## src/lbp_pkg.sv

```systemverilog
// ----------------------------------------------------------------------------
// lbp_pkg - shared types and constants of the LED blink pattern player
// Symbol codes, playback phases, word layouts and register defaults.
// ----------------------------------------------------------------------------
package lbp_pkg;

  // pattern symbol codes
  localparam logic [1:0] SYM_NONE = 2'd0;
  localparam logic [1:0] SYM_DOT  = 2'd1;
  localparam logic [1:0] SYM_DASH = 2'd2;
  localparam logic [1:0] SYM_SYNC = 2'd3;

  // input command codes
  localparam logic CMD_LOAD = 1'b0;
  localparam logic CMD_TICK = 1'b1;

  // configuration register indexes
  localparam logic [1:0] CFG_SHORT = 2'd0;
  localparam logic [1:0] CFG_LONG  = 2'd1;
  localparam logic [1:0] CFG_GAP   = 2'd2;
  localparam logic [1:0] CFG_SYNC  = 2'd3;

  // register reset values, in ticks
  localparam logic [15:0] SHORT_RST = 16'd100;
  localparam logic [15:0] LONG_RST  = 16'd300;
  localparam logic [15:0] GAP_RST   = 16'd200;
  localparam logic [15:0] SYNC_RST  = 16'd1000;

  typedef enum logic [1:0] {
    PH_IDLE = 2'd0,
    PH_ON   = 2'd1,
    PH_GAP  = 2'd2,
    PH_LOAD = 2'd3
  } phase_t;

  typedef struct packed {
    logic       command;
    logic [1:0] symbol;
    logic       last_symbol;
    logic       repeat_req;
    logic [7:0] duty;
  } in_word_t;

  typedef struct packed {
    logic [7:0] led_level;
    logic       playing;
    logic       pattern_overflow;
  } out_word_t;

  // a zero duration counts as one tick
  function automatic logic [15:0] at_least_one(input logic [15:0] v);
    return (v == 16'd0) ? 16'd1 : v;
  endfunction

  // on time of a symbol
  function automatic logic [15:0] on_ticks(input logic [1:0]  sym,
                                           input logic [15:0] short_v,
                                           input logic [15:0] long_v,
                                           input logic [15:0] sync_v);
    logic [15:0] v;
    case (sym)
      SYM_DASH: v = long_v;
      SYM_SYNC: v = sync_v;
      default:  v = short_v;
    endcase
    return at_least_one(v);
  endfunction

endpackage

```

## src/lbp_ram.sv

```systemverilog
// ----------------------------------------------------------------------------
// lbp_ram - generic simple dual port RAM
// One write port, one read port, read data registered (old data on collision).
// ----------------------------------------------------------------------------
module lbp_ram #(
  parameter int WIDTH = 2,
  parameter int DEPTH = 64
) (
  input  logic                     clk,
  input  logic                     we,
  input  logic [$clog2(DEPTH)-1:0] waddr,
  input  logic [WIDTH-1:0]         wdata,
  input  logic [$clog2(DEPTH)-1:0] raddr,
  output logic [WIDTH-1:0]         rdata
);

  logic [WIDTH-1:0] mem [DEPTH];
  logic [WIDTH-1:0] rdata_r;

  always_ff @(posedge clk) begin
    if (we) begin
      mem[waddr] <= wdata;
    end
    rdata_r <= mem[raddr];
  end

  assign rdata = rdata_r;

endmodule

```

## src/led_blink_pattern_player_unit.sv

```systemverilog
// ----------------------------------------------------------------------------
// led_blink_pattern_player_unit - LED blink pattern player
// Stores a pattern of dot, dash and sync symbols and plays it on tick words.
// ----------------------------------------------------------------------------
// Each input word is either a load (one pattern symbol) or a one-millisecond
// tick, and every accepted word yields exactly one output word showing the
// LED level, the playing flag and the overflow flag after that word. The
// block takes one word per clock cycle; an input word is stalled only while
// the two-entry output buffer (output register plus skid register) is full.
// A load outside pattern assembly aborts playback and starts a new pattern;
// the load flagged last sets its repeat mode and duty and starts playback of a non-empty pattern.
// Symbols live in a MAX_SYMBOLS x 2 pattern RAM with a registered
// read. The RAM is read every cycle at the index that follows the current
// play position, so the next symbol is already on hand when a phase ends;
// a write that lands on the address being read is forwarded, and the first
// symbol of the pattern is kept in a register for the start of playback.
// Stored entries need no clearing: only entries written for the current
// pattern are ever read. Configuration registers (short, long, gap and sync
// times in ticks) are written through the cfg port, which is always ready;
// a zero time counts as one tick.
// ----------------------------------------------------------------------------
module led_blink_pattern_player_unit #(
  parameter int MAX_SYMBOLS = 64
) (
  input  logic              clk,
  input  logic              rst_n,
  // input words
  input  logic              in_valid,
  output logic              in_stall,
  input  lbp_pkg::in_word_t in_data,
  // output words
  output logic              out_valid,
  input  logic              out_stall,
  output lbp_pkg::out_word_t out_data,
  // configuration writes
  input  logic              cfg_valid,
  output logic              cfg_ready,
  input  logic [1:0]        cfg_index,
  input  logic [15:0]       cfg_data
);

  localparam int AW = $clog2(MAX_SYMBOLS);
  localparam int LW = $clog2(MAX_SYMBOLS + 1);

  // configuration registers
  logic [15:0] short_r, long_r, gap_r, sync_r;

  // playback state
  lbp_pkg::phase_t phase_r, phase_nxt;
  logic [15:0]     ticks_r, ticks_nxt;
  logic [AW-1:0]   idx_r, idx_nxt;
  logic [LW-1:0]   len_r, len_nxt;
  logic            rep_r, rep_nxt;
  logic [7:0]      bright_r, bright_nxt;
  logic            ovf_r, ovf_nxt;
  logic [1:0]      cur_sym_r, cur_sym_nxt;
  logic [1:0]      first_sym_r, first_sym_nxt;

  // pattern RAM access and forwarding
  logic          ram_we;
  logic [AW-1:0] ram_waddr;
  logic [AW-1:0] ram_raddr;
  logic [1:0]    ram_rdata;
  logic          fwd_hit_r;
  logic [1:0]    fwd_sym_r;
  logic [1:0]    next_sym;

  // output buffer
  logic               out_valid_r, skid_valid_r;
  lbp_pkg::out_word_t out_word_r, skid_word_r, new_word;
  logic               in_acc, out_take;

  // helpers
  logic [LW-1:0] base_len;
  logic [LW-1:0] idx_inc;
  logic [LW-1:0] succ_inc;
  logic          start_new;
  logic [1:0]    start_sym;

  assign in_acc   = in_valid && !in_stall;
  assign out_take = out_valid_r && !out_stall;
  assign in_stall = skid_valid_r;
  assign cfg_ready = 1'b1;

  // --------------------------------------------------------------------------
  // configuration registers
  // --------------------------------------------------------------------------
  always_ff @(posedge clk) begin
    if (!rst_n) begin
      short_r <= lbp_pkg::SHORT_RST;
      long_r  <= lbp_pkg::LONG_RST;
      gap_r   <= lbp_pkg::GAP_RST;
      sync_r  <= lbp_pkg::SYNC_RST;
    end else if (cfg_valid && cfg_ready) begin
      case (cfg_index)
        lbp_pkg::CFG_SHORT: short_r <= cfg_data;
        lbp_pkg::CFG_LONG:  long_r  <= cfg_data;
        lbp_pkg::CFG_GAP:   gap_r   <= cfg_data;
        lbp_pkg::CFG_SYNC:  sync_r  <= cfg_data;
        default: ;
      endcase
    end
  end

  // --------------------------------------------------------------------------
  // pattern RAM; the symbol after the play position comes from the registered
  // read of its address, with a same-cycle write forwarded over the old data
  // --------------------------------------------------------------------------
  lbp_ram #(
    .WIDTH (2),
    .DEPTH (MAX_SYMBOLS)
  ) u_store (
    .clk   (clk),
    .we    (ram_we),
    .waddr (ram_waddr),
    .wdata (in_data.symbol),
    .raddr (ram_raddr),
    .rdata (ram_rdata)
  );

  assign next_sym = fwd_hit_r ? fwd_sym_r : ram_rdata;

  // successor of the next play index, wrapping to the pattern start
  assign succ_inc  = LW'(idx_nxt) + LW'(1);
  assign ram_raddr = (succ_inc >= len_nxt) ? '0 : succ_inc[AW-1:0];

  always_ff @(posedge clk) begin
    if (!rst_n) begin
      fwd_hit_r <= 1'b0;
    end else begin
      fwd_hit_r <= ram_we && (ram_waddr == ram_raddr);
    end
    fwd_sym_r <= in_data.symbol;
  end

  // --------------------------------------------------------------------------
  // next state of the player
  // --------------------------------------------------------------------------
  assign base_len  = (phase_r == lbp_pkg::PH_LOAD) ? len_r : '0;
  assign idx_inc   = LW'(idx_r) + LW'(1);
  assign start_new = (phase_r != lbp_pkg::PH_LOAD);
  assign ram_waddr = base_len[AW-1:0];

  always_comb begin
    phase_nxt     = phase_r;
    ticks_nxt     = ticks_r;
    idx_nxt       = idx_r;
    len_nxt       = len_r;
    rep_nxt       = rep_r;
    bright_nxt    = bright_r;
    ovf_nxt       = ovf_r;
    cur_sym_nxt   = cur_sym_r;
    first_sym_nxt = first_sym_r;
    ram_we        = 1'b0;
    start_sym     = first_sym_r;

    if (in_acc) begin
      if (in_data.command == lbp_pkg::CMD_LOAD) begin
        // open a new pattern unless one is being assembled
        phase_nxt = lbp_pkg::PH_LOAD;
        ticks_nxt = '0;
        idx_nxt   = '0;
        len_nxt   = base_len;
        ovf_nxt   = start_new ? 1'b0 : ovf_r;
        if (in_data.symbol != lbp_pkg::SYM_NONE) begin
          if (base_len < LW'(MAX_SYMBOLS)) begin
            ram_we  = 1'b1;
            len_nxt = base_len + LW'(1);
            if (base_len == '0) begin
              first_sym_nxt = in_data.symbol;
            end
          end else begin
            ovf_nxt = 1'b1;
          end
        end
        start_sym = first_sym_nxt;
        if (in_data.last_symbol) begin
          rep_nxt    = in_data.repeat_req;
          bright_nxt = in_data.duty;
          if (len_nxt == '0) begin
            phase_nxt = lbp_pkg::PH_IDLE;
          end else begin
            phase_nxt   = lbp_pkg::PH_ON;
            cur_sym_nxt = start_sym;
            ticks_nxt   = lbp_pkg::on_ticks(start_sym, short_r, long_r, sync_r);
          end
        end
      end else if (phase_r == lbp_pkg::PH_ON || phase_r == lbp_pkg::PH_GAP) begin
        if (ticks_r > 16'd1) begin
          ticks_nxt = ticks_r - 16'd1;
        end else if (phase_r == lbp_pkg::PH_ON && cur_sym_r != lbp_pkg::SYM_SYNC) begin
          phase_nxt = lbp_pkg::PH_GAP;
          ticks_nxt = lbp_pkg::at_least_one(gap_r);
        end else if (idx_inc >= len_r && !rep_r) begin
          // end of a single pass
          phase_nxt = lbp_pkg::PH_IDLE;
          ticks_nxt = '0;
        end else begin
          // advance to the prefetched symbol
          idx_nxt     = (idx_inc >= len_r) ? '0 : idx_inc[AW-1:0];
          phase_nxt   = lbp_pkg::PH_ON;
          cur_sym_nxt = next_sym;
          ticks_nxt   = lbp_pkg::on_ticks(next_sym, short_r, long_r, sync_r);
        end
      end
    end
  end

  always_ff @(posedge clk) begin
    if (!rst_n) begin
      phase_r     <= lbp_pkg::PH_IDLE;
      ticks_r     <= '0;
      idx_r       <= '0;
      len_r       <= '0;
      rep_r       <= 1'b0;
      bright_r    <= '0;
      ovf_r       <= 1'b0;
      cur_sym_r   <= lbp_pkg::SYM_NONE;
      first_sym_r <= lbp_pkg::SYM_NONE;
    end else begin
      phase_r     <= phase_nxt;
      ticks_r     <= ticks_nxt;
      idx_r       <= idx_nxt;
      len_r       <= len_nxt;
      rep_r       <= rep_nxt;
      bright_r    <= bright_nxt;
      ovf_r       <= ovf_nxt;
      cur_sym_r   <= cur_sym_nxt;
      first_sym_r <= first_sym_nxt;
    end
  end

  // --------------------------------------------------------------------------
  // output word and two-entry output buffer
  // --------------------------------------------------------------------------
  always_comb begin
    new_word.led_level        = (phase_nxt == lbp_pkg::PH_ON) ? bright_nxt : 8'd0;
    new_word.playing          = (phase_nxt == lbp_pkg::PH_ON) ||
                                (phase_nxt == lbp_pkg::PH_GAP);
    new_word.pattern_overflow = ovf_nxt;
  end

  always_ff @(posedge clk) begin
    if (!rst_n) begin
      out_valid_r  <= 1'b0;
      skid_valid_r <= 1'b0;
    end else if (in_acc) begin
      // skid is empty here: fill the output register or park in skid
      if (!out_valid_r || out_take) begin
        out_valid_r <= 1'b1;
      end else begin
        skid_valid_r <= 1'b1;
      end
    end else if (out_take) begin
      out_valid_r  <= skid_valid_r;
      skid_valid_r <= 1'b0;
    end
  end

  always_ff @(posedge clk) begin
    if (in_acc) begin
      if (!out_valid_r || out_take) begin
        out_word_r <= new_word;
      end else begin
        skid_word_r <= new_word;
      end
    end else if (out_take && skid_valid_r) begin
      out_word_r <= skid_word_r;
    end
  end

  assign out_valid = out_valid_r;
  assign out_data  = out_word_r;

  // --------------------------------------------------------------------------
  // assertions
  // --------------------------------------------------------------------------
  a_skid_behind_out: assert property (@(posedge clk) disable iff (!rst_n)
    skid_valid_r |-> out_valid_r)
    else $error("skid register holds a word while output register is empty");

  a_play_nonempty: assert property (@(posedge clk) disable iff (!rst_n)
    (phase_r == lbp_pkg::PH_ON || phase_r == lbp_pkg::PH_GAP) |->
      (len_r != '0 && LW'(idx_r) < len_r))
    else $error("playback position outside the stored pattern");

  a_ticks_live: assert property (@(posedge clk) disable iff (!rst_n)
    (phase_r == lbp_pkg::PH_ON || phase_r == lbp_pkg::PH_GAP) |-> ticks_r != 16'd0)
    else $error("active phase with no ticks left");

  a_ovf_full: assert property (@(posedge clk) disable iff (!rst_n)
    ovf_r |-> len_r == LW'(MAX_SYMBOLS))
    else $error("overflow flagged while pattern store not full");

  a_no_write_in_play: assert property (@(posedge clk) disable iff (!rst_n)
    ram_we |-> (in_acc && in_data.command == lbp_pkg::CMD_LOAD))
    else $error("pattern write without an accepted load word");

endmodule
```

## config.mk

```make
export PLATFORM = sky130hd
export DESIGN_NAME = led_blink_pattern_player_unit
export DESIGN_NICKNAME = d
export VERILOG_FILES = /design/src/lbp_pkg.sv /design/src/lbp_ram.sv /design/src/led_blink_pattern_player_unit.sv
export SDC_FILE = /design/constraint.sdc
export NUM_CORES = 1
export LEC_CHECK = 0
export BUFFER_PORTS_ARGS = -buffer_cell sky130_fd_sc_hd__buf_2
export CAP_MARGIN = 0
export CORE_MARGIN = 2
export CORE_UTILIZATION = 50
export CTS_CLUSTER_DIAMETER = 80
export DETAILED_ROUTE_END_ITERATION = 12
export PLACE_DENSITY = 0.74
export RECOVER_POWER = 100
export SLEW_MARGIN = 20
export SYNTH_ARGS = -nofsm -noshare
export SYNTH_HDL_FRONTEND = slang
export SYNTH_SLANG_ARGS = --single-unit
```

## constraint.sdc

```tcl
create_clock -name clk -period 6.89 [get_ports clk]
set_input_delay 0.689 -clock clk [delete_from_list [all_inputs] [get_ports clk]]
set_output_delay 0.689 -clock clk [all_outputs]
set_load 0.02 [all_outputs]
```

==> results of run 1 <==
[flip-flops by register name (all words and copies together), names as in the netlist]
register and cells:
skid_word_r 10, sync_r 16, ticks_r 16, phase_r 2, u_store.mem 128, out_data 10, len_r 7, idx_r 6
cur_sym_r 2, out_valid 1, long_r 16, in_stall 1, first_sym_r 2, ovf_r 1, rep_r 1, short_r 16
u_store.rdata 2, fwd_hit_r 1, bright_r 8, gap_r 16, fwd_sym_r 2
[timing repair]
item                       CTS  global route
setup endpoints to repair    0             3
resized for setup            0            10
hold buffers                 0             0
[area by class of cell]
cell class / count / area [um^2]
clock buffer: 38 / 800
clock inverter: 14 / 109
timing repair buffer: 74 / 394
sequential: 264 / 6770
inverter: 18 / 67.6
fill: 2256 / 11400
multi-input combinational: 991 / 6110
tap: 335 / 419
[cells by family (layout without fill, tap and decap cells)]
group	after synthesis	count (layout)	synth area share, %
adders and majority gates	23	23	2.17
and+or+nand+nor	558	558	19.0
buffers and inverters	103	144	3.10
DFF	264	264	51.1
muxes	102	102	8.28
xor gates and xnor gates	21	21	1.39
AOI/OAI and AO/OA	286	286	14.9
other	1	1	0.0283
[stage by stage]
step                      instance area (um^2)  hold WS, ns  std cells  utilization, %  power [W]
after global routing                     14700        0.385       1734            56.3    0.00368
after global placement                   13800        0.452       1682            52.9    0.00210
after CTS                                14700        0.373       1734            56.3    0.00358
after floorplan                          13200        0.436       1358               -    0.00200
after detailed placement                 13800        0.459       1682            52.9    0.00210
final                                    14700        0.374       1734            56.3    0.00357
[final timing paths]
| check | from | end | slack, ns | depth (start not counted) |
|---|---|---|---|---|
| setup / recovery | idx_r[1]$_SDFF_PN0_ | u_store.rdata[0]$_DFF_P_ | 0.59 | 22 |
| hold / removal | in_data[8] | rep_r$_SDFFE_PN0P_ | 0.37 | 3 |
| setup reg to reg | idx_r[1]$_SDFF_PN0_ | u_store.rdata[0]$_DFF_P_ | 0.59 | 22 |
| hold reg to reg | short_r[8]$_SDFFE_PN0P_ | short_r[8]$_SDFFE_PN0P_ | 0.47 | 2 |
[power by group through the flow]
stage	clock (W)	sequential [W]	combinational [W]
finish	0.00149	0.00173	0.000346
global placement	0	0.00176	0.000337
CTS	0.00150	0.00173	0.000343
floorplan	0	0.00177	0.000234
global route	0.00156	0.00174	0.000380
detailed placement	0	0.00176	0.000341
[worst register-to-register path, delay by kind of cell, from the launching register on]
kind	cells	cell delay (ns)
buffers and inverters	2	0.54
DFF	1	0.33
adders and majority gates	3	0.87
and+or+nand+nor	7	1.92
xor gates and xnor gates	1	0.25
AOI/OAI and AO/OA	9	2.26
[routing by layer]
metal  vias to the layer above  global-route usage [%]  part of all wire [%]  wire length, um
met5                         -                       0                 0.037               13
met2                       412                    39.6                    46            16100
li1                       5034                       -                     -                -
met4                         2                    8.17                   3.0             1040
met3                        82                    4.33                   7.8             2720
met1                      5084                    34.0                    43            15000
[placed cells by master, fill, tap and decap left out, types with 8 or more instances in the layout]
cell type | Yosys | routed
nand2_1 | 250 | 250
edfxtp_1 | 148 | 148
nor2_1 | 144 | 143
dfxtp_1 | 116 | 115
a21oi_1 | 88 | 84
mux2i_1 | 69 | 66
o21ai_0 | 46 | 45
nand3_1 | 40 | 40
mux2_2 | 30 | 30
buf_2 | 4 | 30
clkbuf_16 | 0 | 29
clkbuf_1 | 72 | 28
ha_1 | 23 | 23
nor3_1 | 21 | 21
buf_4 | 3 | 21
a32oi_1 | 19 | 19
a211oi_1 | 19 | 19
nand4_1 | 18 | 18
nor4_1 | 18 | 17
inv_1 | 16 | 16
o311ai_0 | 16 | 16
nor2b_1 | 14 | 14
xnor2_1 | 13 | 13
o22ai_1 | 10 | 10
and2_1 | 11 | 9
xor2_1 | 8 | 8
a211o_1 | 8 | 8
==> flow_summary.ini, run 1 <==
[timing]
slew_headroom_pct = -166
finalCriticalPeriod_ns = 6.30
grt_setup_unrepaired = no
worstMarginPinSlew_ns = 3.99
max_freq_ghz = 0.159
fin_crit_sh_pct = 91.5
setup_viol = 0
setup_ws_ns = 0.586
timing_max_transition_violations_final = 297
finalHoldViolCount = 0
tns_ns = 0
skew_ns = 0.0367

[synthesis]
synthTopCellsByArea = edfxtp_1 34%, dfxtp_1 18%, nand2_1 7.1%
synth-seq-cells = 264
synthCells = 1358
synth_nets = 1417
synth_edf_count = 148
synth.most_common_cell = nand2_1
netlist_top_cells_count = 250 x nand2_1, 148 x edfxtp_1, 144 x nor2_1
synth_ff_type = edfxtp_1
ys_warn_count = 0
synth_top_area_cell = edfxtp_1
ys_seq_area_share_pct = 51.1
ys_types = 86
synth_top_area_share_pct = 33.6
syn_area_per_cell_um2 = 9.74
synth-async-reset-ratio_pct = 0
netlist_area_um2 = 13200

[clocking]
cts_tree = done
cts_setup_buffers = 0
numCtsBuffers = 29
cts_max_level = 1
path_clk_slew_ns = 0.07
worstSkewPairLatency_ns = 0.57
cts.sinks = 264
cts_root_buf = clkbuf_16
clockBufferDepth = 3

[power_and_ir_drop]
powerDensity_nw_per_um2 = 243
p_comb_share_pct = 9.7
peakVddDrop_mv = 0.203
p_sw_w = 0.000888
power_frac_seq_pct = 48.6
swShare_pct = 24.9
clkPwrFrac_pct = 41.7
power.internal_w = 0.00268
p_leak_nw = 5.18

[floorplanning]
dieWidth_um = 167
rows = 59
start_util_pct = 50.8
die_y_um = 167
core_area_um2 = 26100
io_pins = 49
fp.dieArea_um2 = 27800

[route]
drt_iter0_markers = 1101
drc = 0
ant_nets = 0
dr.pass1.iters = 6
wirelength_um = 34900
vias_per_cell = 6.12
via_count = 10600
wl_per_cell_um = 20.1

[setup_path]
path_max_fanout = 18
end_kind = flop
cp_num_buf_inv = 2
startpoint_type = flop
crit_required_ns = 7.32
cp.arrival_ns = 6.73
path_cells = ha_1 > and3_1 > and3_1 > ha_1 > a21oi_1 > and3_1 > o21ai_0 > or4_4 > a41o_4 > nor4_2 > xnor2_1 > ha_1 > a2111oi_1 > o21ai_1 > a21oi_2 > buf_4 > nand2_1 > buf_4 > nand2_1 > a21oi_1 > o41ai_1 > o211ai_1
crit_type = reg -> reg
critical_path.top_delay_family = compound AO/OA/AOI/OAI gates
critPathMaxStageDelay_ns = 0.60
crit_path_top_delay_cell = or4_4

[flow_run]
drv_cap = 6

[status]
status = complete, but fails checks
failed_checks = capacitance limit, slew limit

[placement]
portBuffers = 47
post-place-ws_ns = 0.0673
gp_congestion = 0.891
dpl.hpwl_um = 23400

[layout]
area_delta_synth_final_pct = 10.8
antennaDiodeCount = 0
fin_nets = 1437
final_layout_size_suffix_gt1_share_pct = 11.8

[global_route]
grt_pass1_vias = 10300
grt_max_degree = 86
antenna_found_initial = 1
grt_pass1_wl_um = 55800
globalRouteTotalUtil_pct = 24.7
overflow = 0

[worst_hold_path]
hold_class = in -> reg
No activity file was read; power rests on OpenSTA's default activity.
==> run 2, diff against run 1 <==
--- a/config.mk
+++ b/config.mk
@@ -5,10 +5,12 @@
 export SDC_FILE = /design/constraint.sdc
 export NUM_CORES = 1
 export LEC_CHECK = 0
+export ABC_AREA = 1
 export BUFFER_PORTS_ARGS = -buffer_cell sky130_fd_sc_hd__buf_2
 export CAP_MARGIN = 0
 export CORE_MARGIN = 2
 export CORE_UTILIZATION = 50
+export CTS_BUF_LIST = sky130_fd_sc_hd__clkbuf_2
 export CTS_CLUSTER_DIAMETER = 80
 export DETAILED_ROUTE_END_ITERATION = 12
 export PLACE_DENSITY = 0.74
==> run 2 against run 1 <==
- the run still ends with capacitance limit, slew limit left
- final cell count rose by 22%
- die area grew 2.5%
- first-iteration DRC count increased by 5.2%
- power fell by 4.3%
- wire length is 3.1% higher
- combinational power rose by 63%
- clock power down 26%
- critical path type unchanged
==> flow_summary.ini, run 2 <==
[timing]
tns_ns = 0
grt_setup_unrepaired = no
max_freq_ghz = 0.167
finalCriticalPeriod_ns = 6.01
fin_crit_sh_pct = 87.2
skew_ns = 0.106
finalHoldViolCount = 0
worstMarginPinSlew_ns = 2.96
timing_max_transition_violations_final = 260
slew_headroom_pct = -97.1
setup_viol = 0

[global_route]
overflow = 0
grt_max_degree = 78
grt_pass1_wl_um = 58100
antenna_found_initial = 1
grt_pass1_vias = 11400
globalRouteTotalUtil_pct = 25.5

[setup_path]
path_cells = ha_1 > nand2_1 > nand3_4 > nor2_4 > nand3_4 > o21ai_0 > nand2_1 > o221ai_1 > nand2_1 > nor2_1 > nand2_1 > o21ai_1 > nand2_1 > a21oi_2
cp_num_buf_inv = 0
path_max_fanout = 18
crit_required_ns = 7.61
reg2reg_slack_ns = 0.88
end_kind = flop
r2r-start = phase_r[0]$_SDFF_PN0_
cp.arrival_ns = 6.72
startpoint_type = flop
worstSetupStartpoint = phase_r[0]$_SDFF_PN0_
crit_type = reg -> reg
critical_path.top_delay_family = compound AO/OA/AOI/OAI gates
critPathMaxStageDelay_ns = 2.01
crit_path_top_delay_cell = o21ai_0
path_common_cell = nand2_1

[route]
drt_iter0_markers = 1158
wl_met2_um = 16400
vias_per_cell = 5.61
wl_per_cell_um = 17.0
m1WireLength_um = 15300
via_count = 11900
wirelength_um = 36000
drc = 0
top_layer_used = met4
ant_nets = 0
dr.pass1.iters = 7
met3_length_um = 3100

[synthesis]
synth_top_area_cell = edfxtp_1
ys_seq_area_share_pct = 49.8
synth_top_area_share_pct = 32.7
synth-async-reset-ratio_pct = 0
netlist_area_um2 = 13600
ys_types = 47
synth_edf_count = 148
synthTopCellsByArea = edfxtp_1 33%, dfxtp_1 17%, nand2_1 7.6%
synth_nets = 1726
synth.most_common_cell = nand2_1
syn_area_per_cell_um2 = 8.14
synthCells = 1667
ys_warn_count = 0
synth_ff_type = edfxtp_1
netlist_top_cells_count = 275 x nand2_1, 253 x inv_1, 199 x nor2_1
synth-seq-cells = 264

[clocking]
cts_tree = done
postCtsResizedCells = 0
cts_setup_buffers = 0
cts.sinks = 264
path_clk_slew_ns = 0.11
cts_hold_buf = 0
cts_root_buf = clkbuf_2
clockBufferDepth = 3
numCtsBuffers = 69
worstSkewPairLatency_ns = 0.88
cts_max_level = 3

[power_and_ir_drop]
p_leak_nw = 6.32
power_w = 0.00341
peakVddDrop_mv = 0.123
powerDensity_nw_per_um2 = 233

[placement]
dpl.hpwl_um = 23800
portBuffers = 47
placed_area_um2 = 14000
gp_congestion = 0.928
dp.cells = 1997

[worst_hold_path]
hold_class = in -> reg
min_from = cfg_data[13]

[floorplanning]
dieWidth_um = 169
io_pins = 49
fp.dieArea_um2 = 28500
start_util_pct = 50.7
rows = 60
core_area_um2 = 26800
die_y_um = 169

[layout]
layout_common_cells = 276 x nand2_1, 254 x inv_1, 200 x nor2_1
fin_nets = 1786
multi_input_area_um2 = 5480
mostFrequentLayoutCell = nand2_1
final_layout_size_suffix_gt1_share_pct = 11.1
final_cell_area_um2 = 14600
area_delta_synth_final_pct = 7.70
largest_reg_flops = 128
top_register = u_store.mem
final_cells = 2123
fill_cells = 2500
seq_area_um2 = 6770

[status]
failed_checks = capacitance limit, slew limit
status = complete, but fails checks

[flow_run]
drv_cap = 5
==> run 2: cell count changes in the layout (fill, tap and decap cells not counted), sizes merged, moves of 15 or more <==
| cell | before | now |
|---|---|---|
| nor4 | 20 | 4 |
| nand2 | 251 | 287 |
| mux2 | 30 | 0 |
| nand3 | 41 | 151 |
| o311ai | 17 | 0 |
| nor2 | 144 | 211 |
| o21ai | 54 | 111 |
| a211oi | 20 | 5 |
| mux2i | 69 | 8 |
| inv | 18 | 257 |
| nand4 | 18 | 71 |
| a32oi | 19 | 0 |
| o221ai | 1 | 32 |
| clkbuf | 61 | 123 |
==> run 2: where the power goes <==
group | leakage, nW | switching [W] | total, W | internal (W)
Combinational | 3.55 | 0.000389 | 0.000563 | 0.000174
Clock | 0.485 | 0.000661 | 0.00110 | 0.000443
Sequential | 2.29 | 0.0000351 | 0.00175 | 0.00171
==> run 2: final timing paths <==
path	to	cells after the start
worst min-delay path	short_r[13]$_SDFFE_PN0P_	3
worst max register to register	ticks_r[0]$_SDFFE_PN0P_	14
worst max-delay path	ticks_r[0]$_SDFFE_PN0P_	14
worst min register to register	out_data[5]$_DFFE_PP_	2
==> run 2: stage by stage <==
step | setup WS (ns) | hold WS [ns] | utilization, %
after global routing | 0.341 | 0.0272 | 54.6
final | 0.884 | 0.0700 | 54.6
after global placement | 1.09 | 0.455 | 52.3
after floorplan | 2.03 | 0.437 | -
after detailed placement | 0.822 | 0.461 | 52.3
after CTS | 1.23 | 0.0173 | 54.8
==> run 2: cell type report <==
cell class | instances | area share (%)
Sequential cell | 264 | 46.3
Clock inverter | 22 | 0.916
Multi-Input combinational cell | 1069 | 37.5
Timing Repair Buffer | 64 | 2.21
Tap cell | 341 | 2.92
Clock buffer | 103 | 3.53
Inverter | 259 | 6.65
Antenna cell | 1 | 0.0171
==> run 2: worst reg2reg max path, delay by kind of cell (launching register included) <==
kind,cells,cell delay [ns]
simple gates,9,2.23
fa+ha+maj,1,0.36
compound gates,4,2.96
flops,1,0.36
==> run 2: metal layers <==
| metal | up-vias | track usage [%] |
|---|---|---|
| met4 | 0 | 10.2 |
| met3 | 85 | 4.86 |
| li1 | 5772 | - |
| met1 | 5484 | 34.2 |
| met2 | 571 | 40.8 |
| met5 | - | 0 |
==> run 2: cell families after synthesis <==
logic type,synth area share (%)
AOI/OAI and AO/OA,11.4
xor gates and xnor gates,1.23
adders and majority gates,2.12
buffers and inverters,9.67
DFF,49.8
muxes,0.590
other,0.0276
and+or+nand+nor,25.1
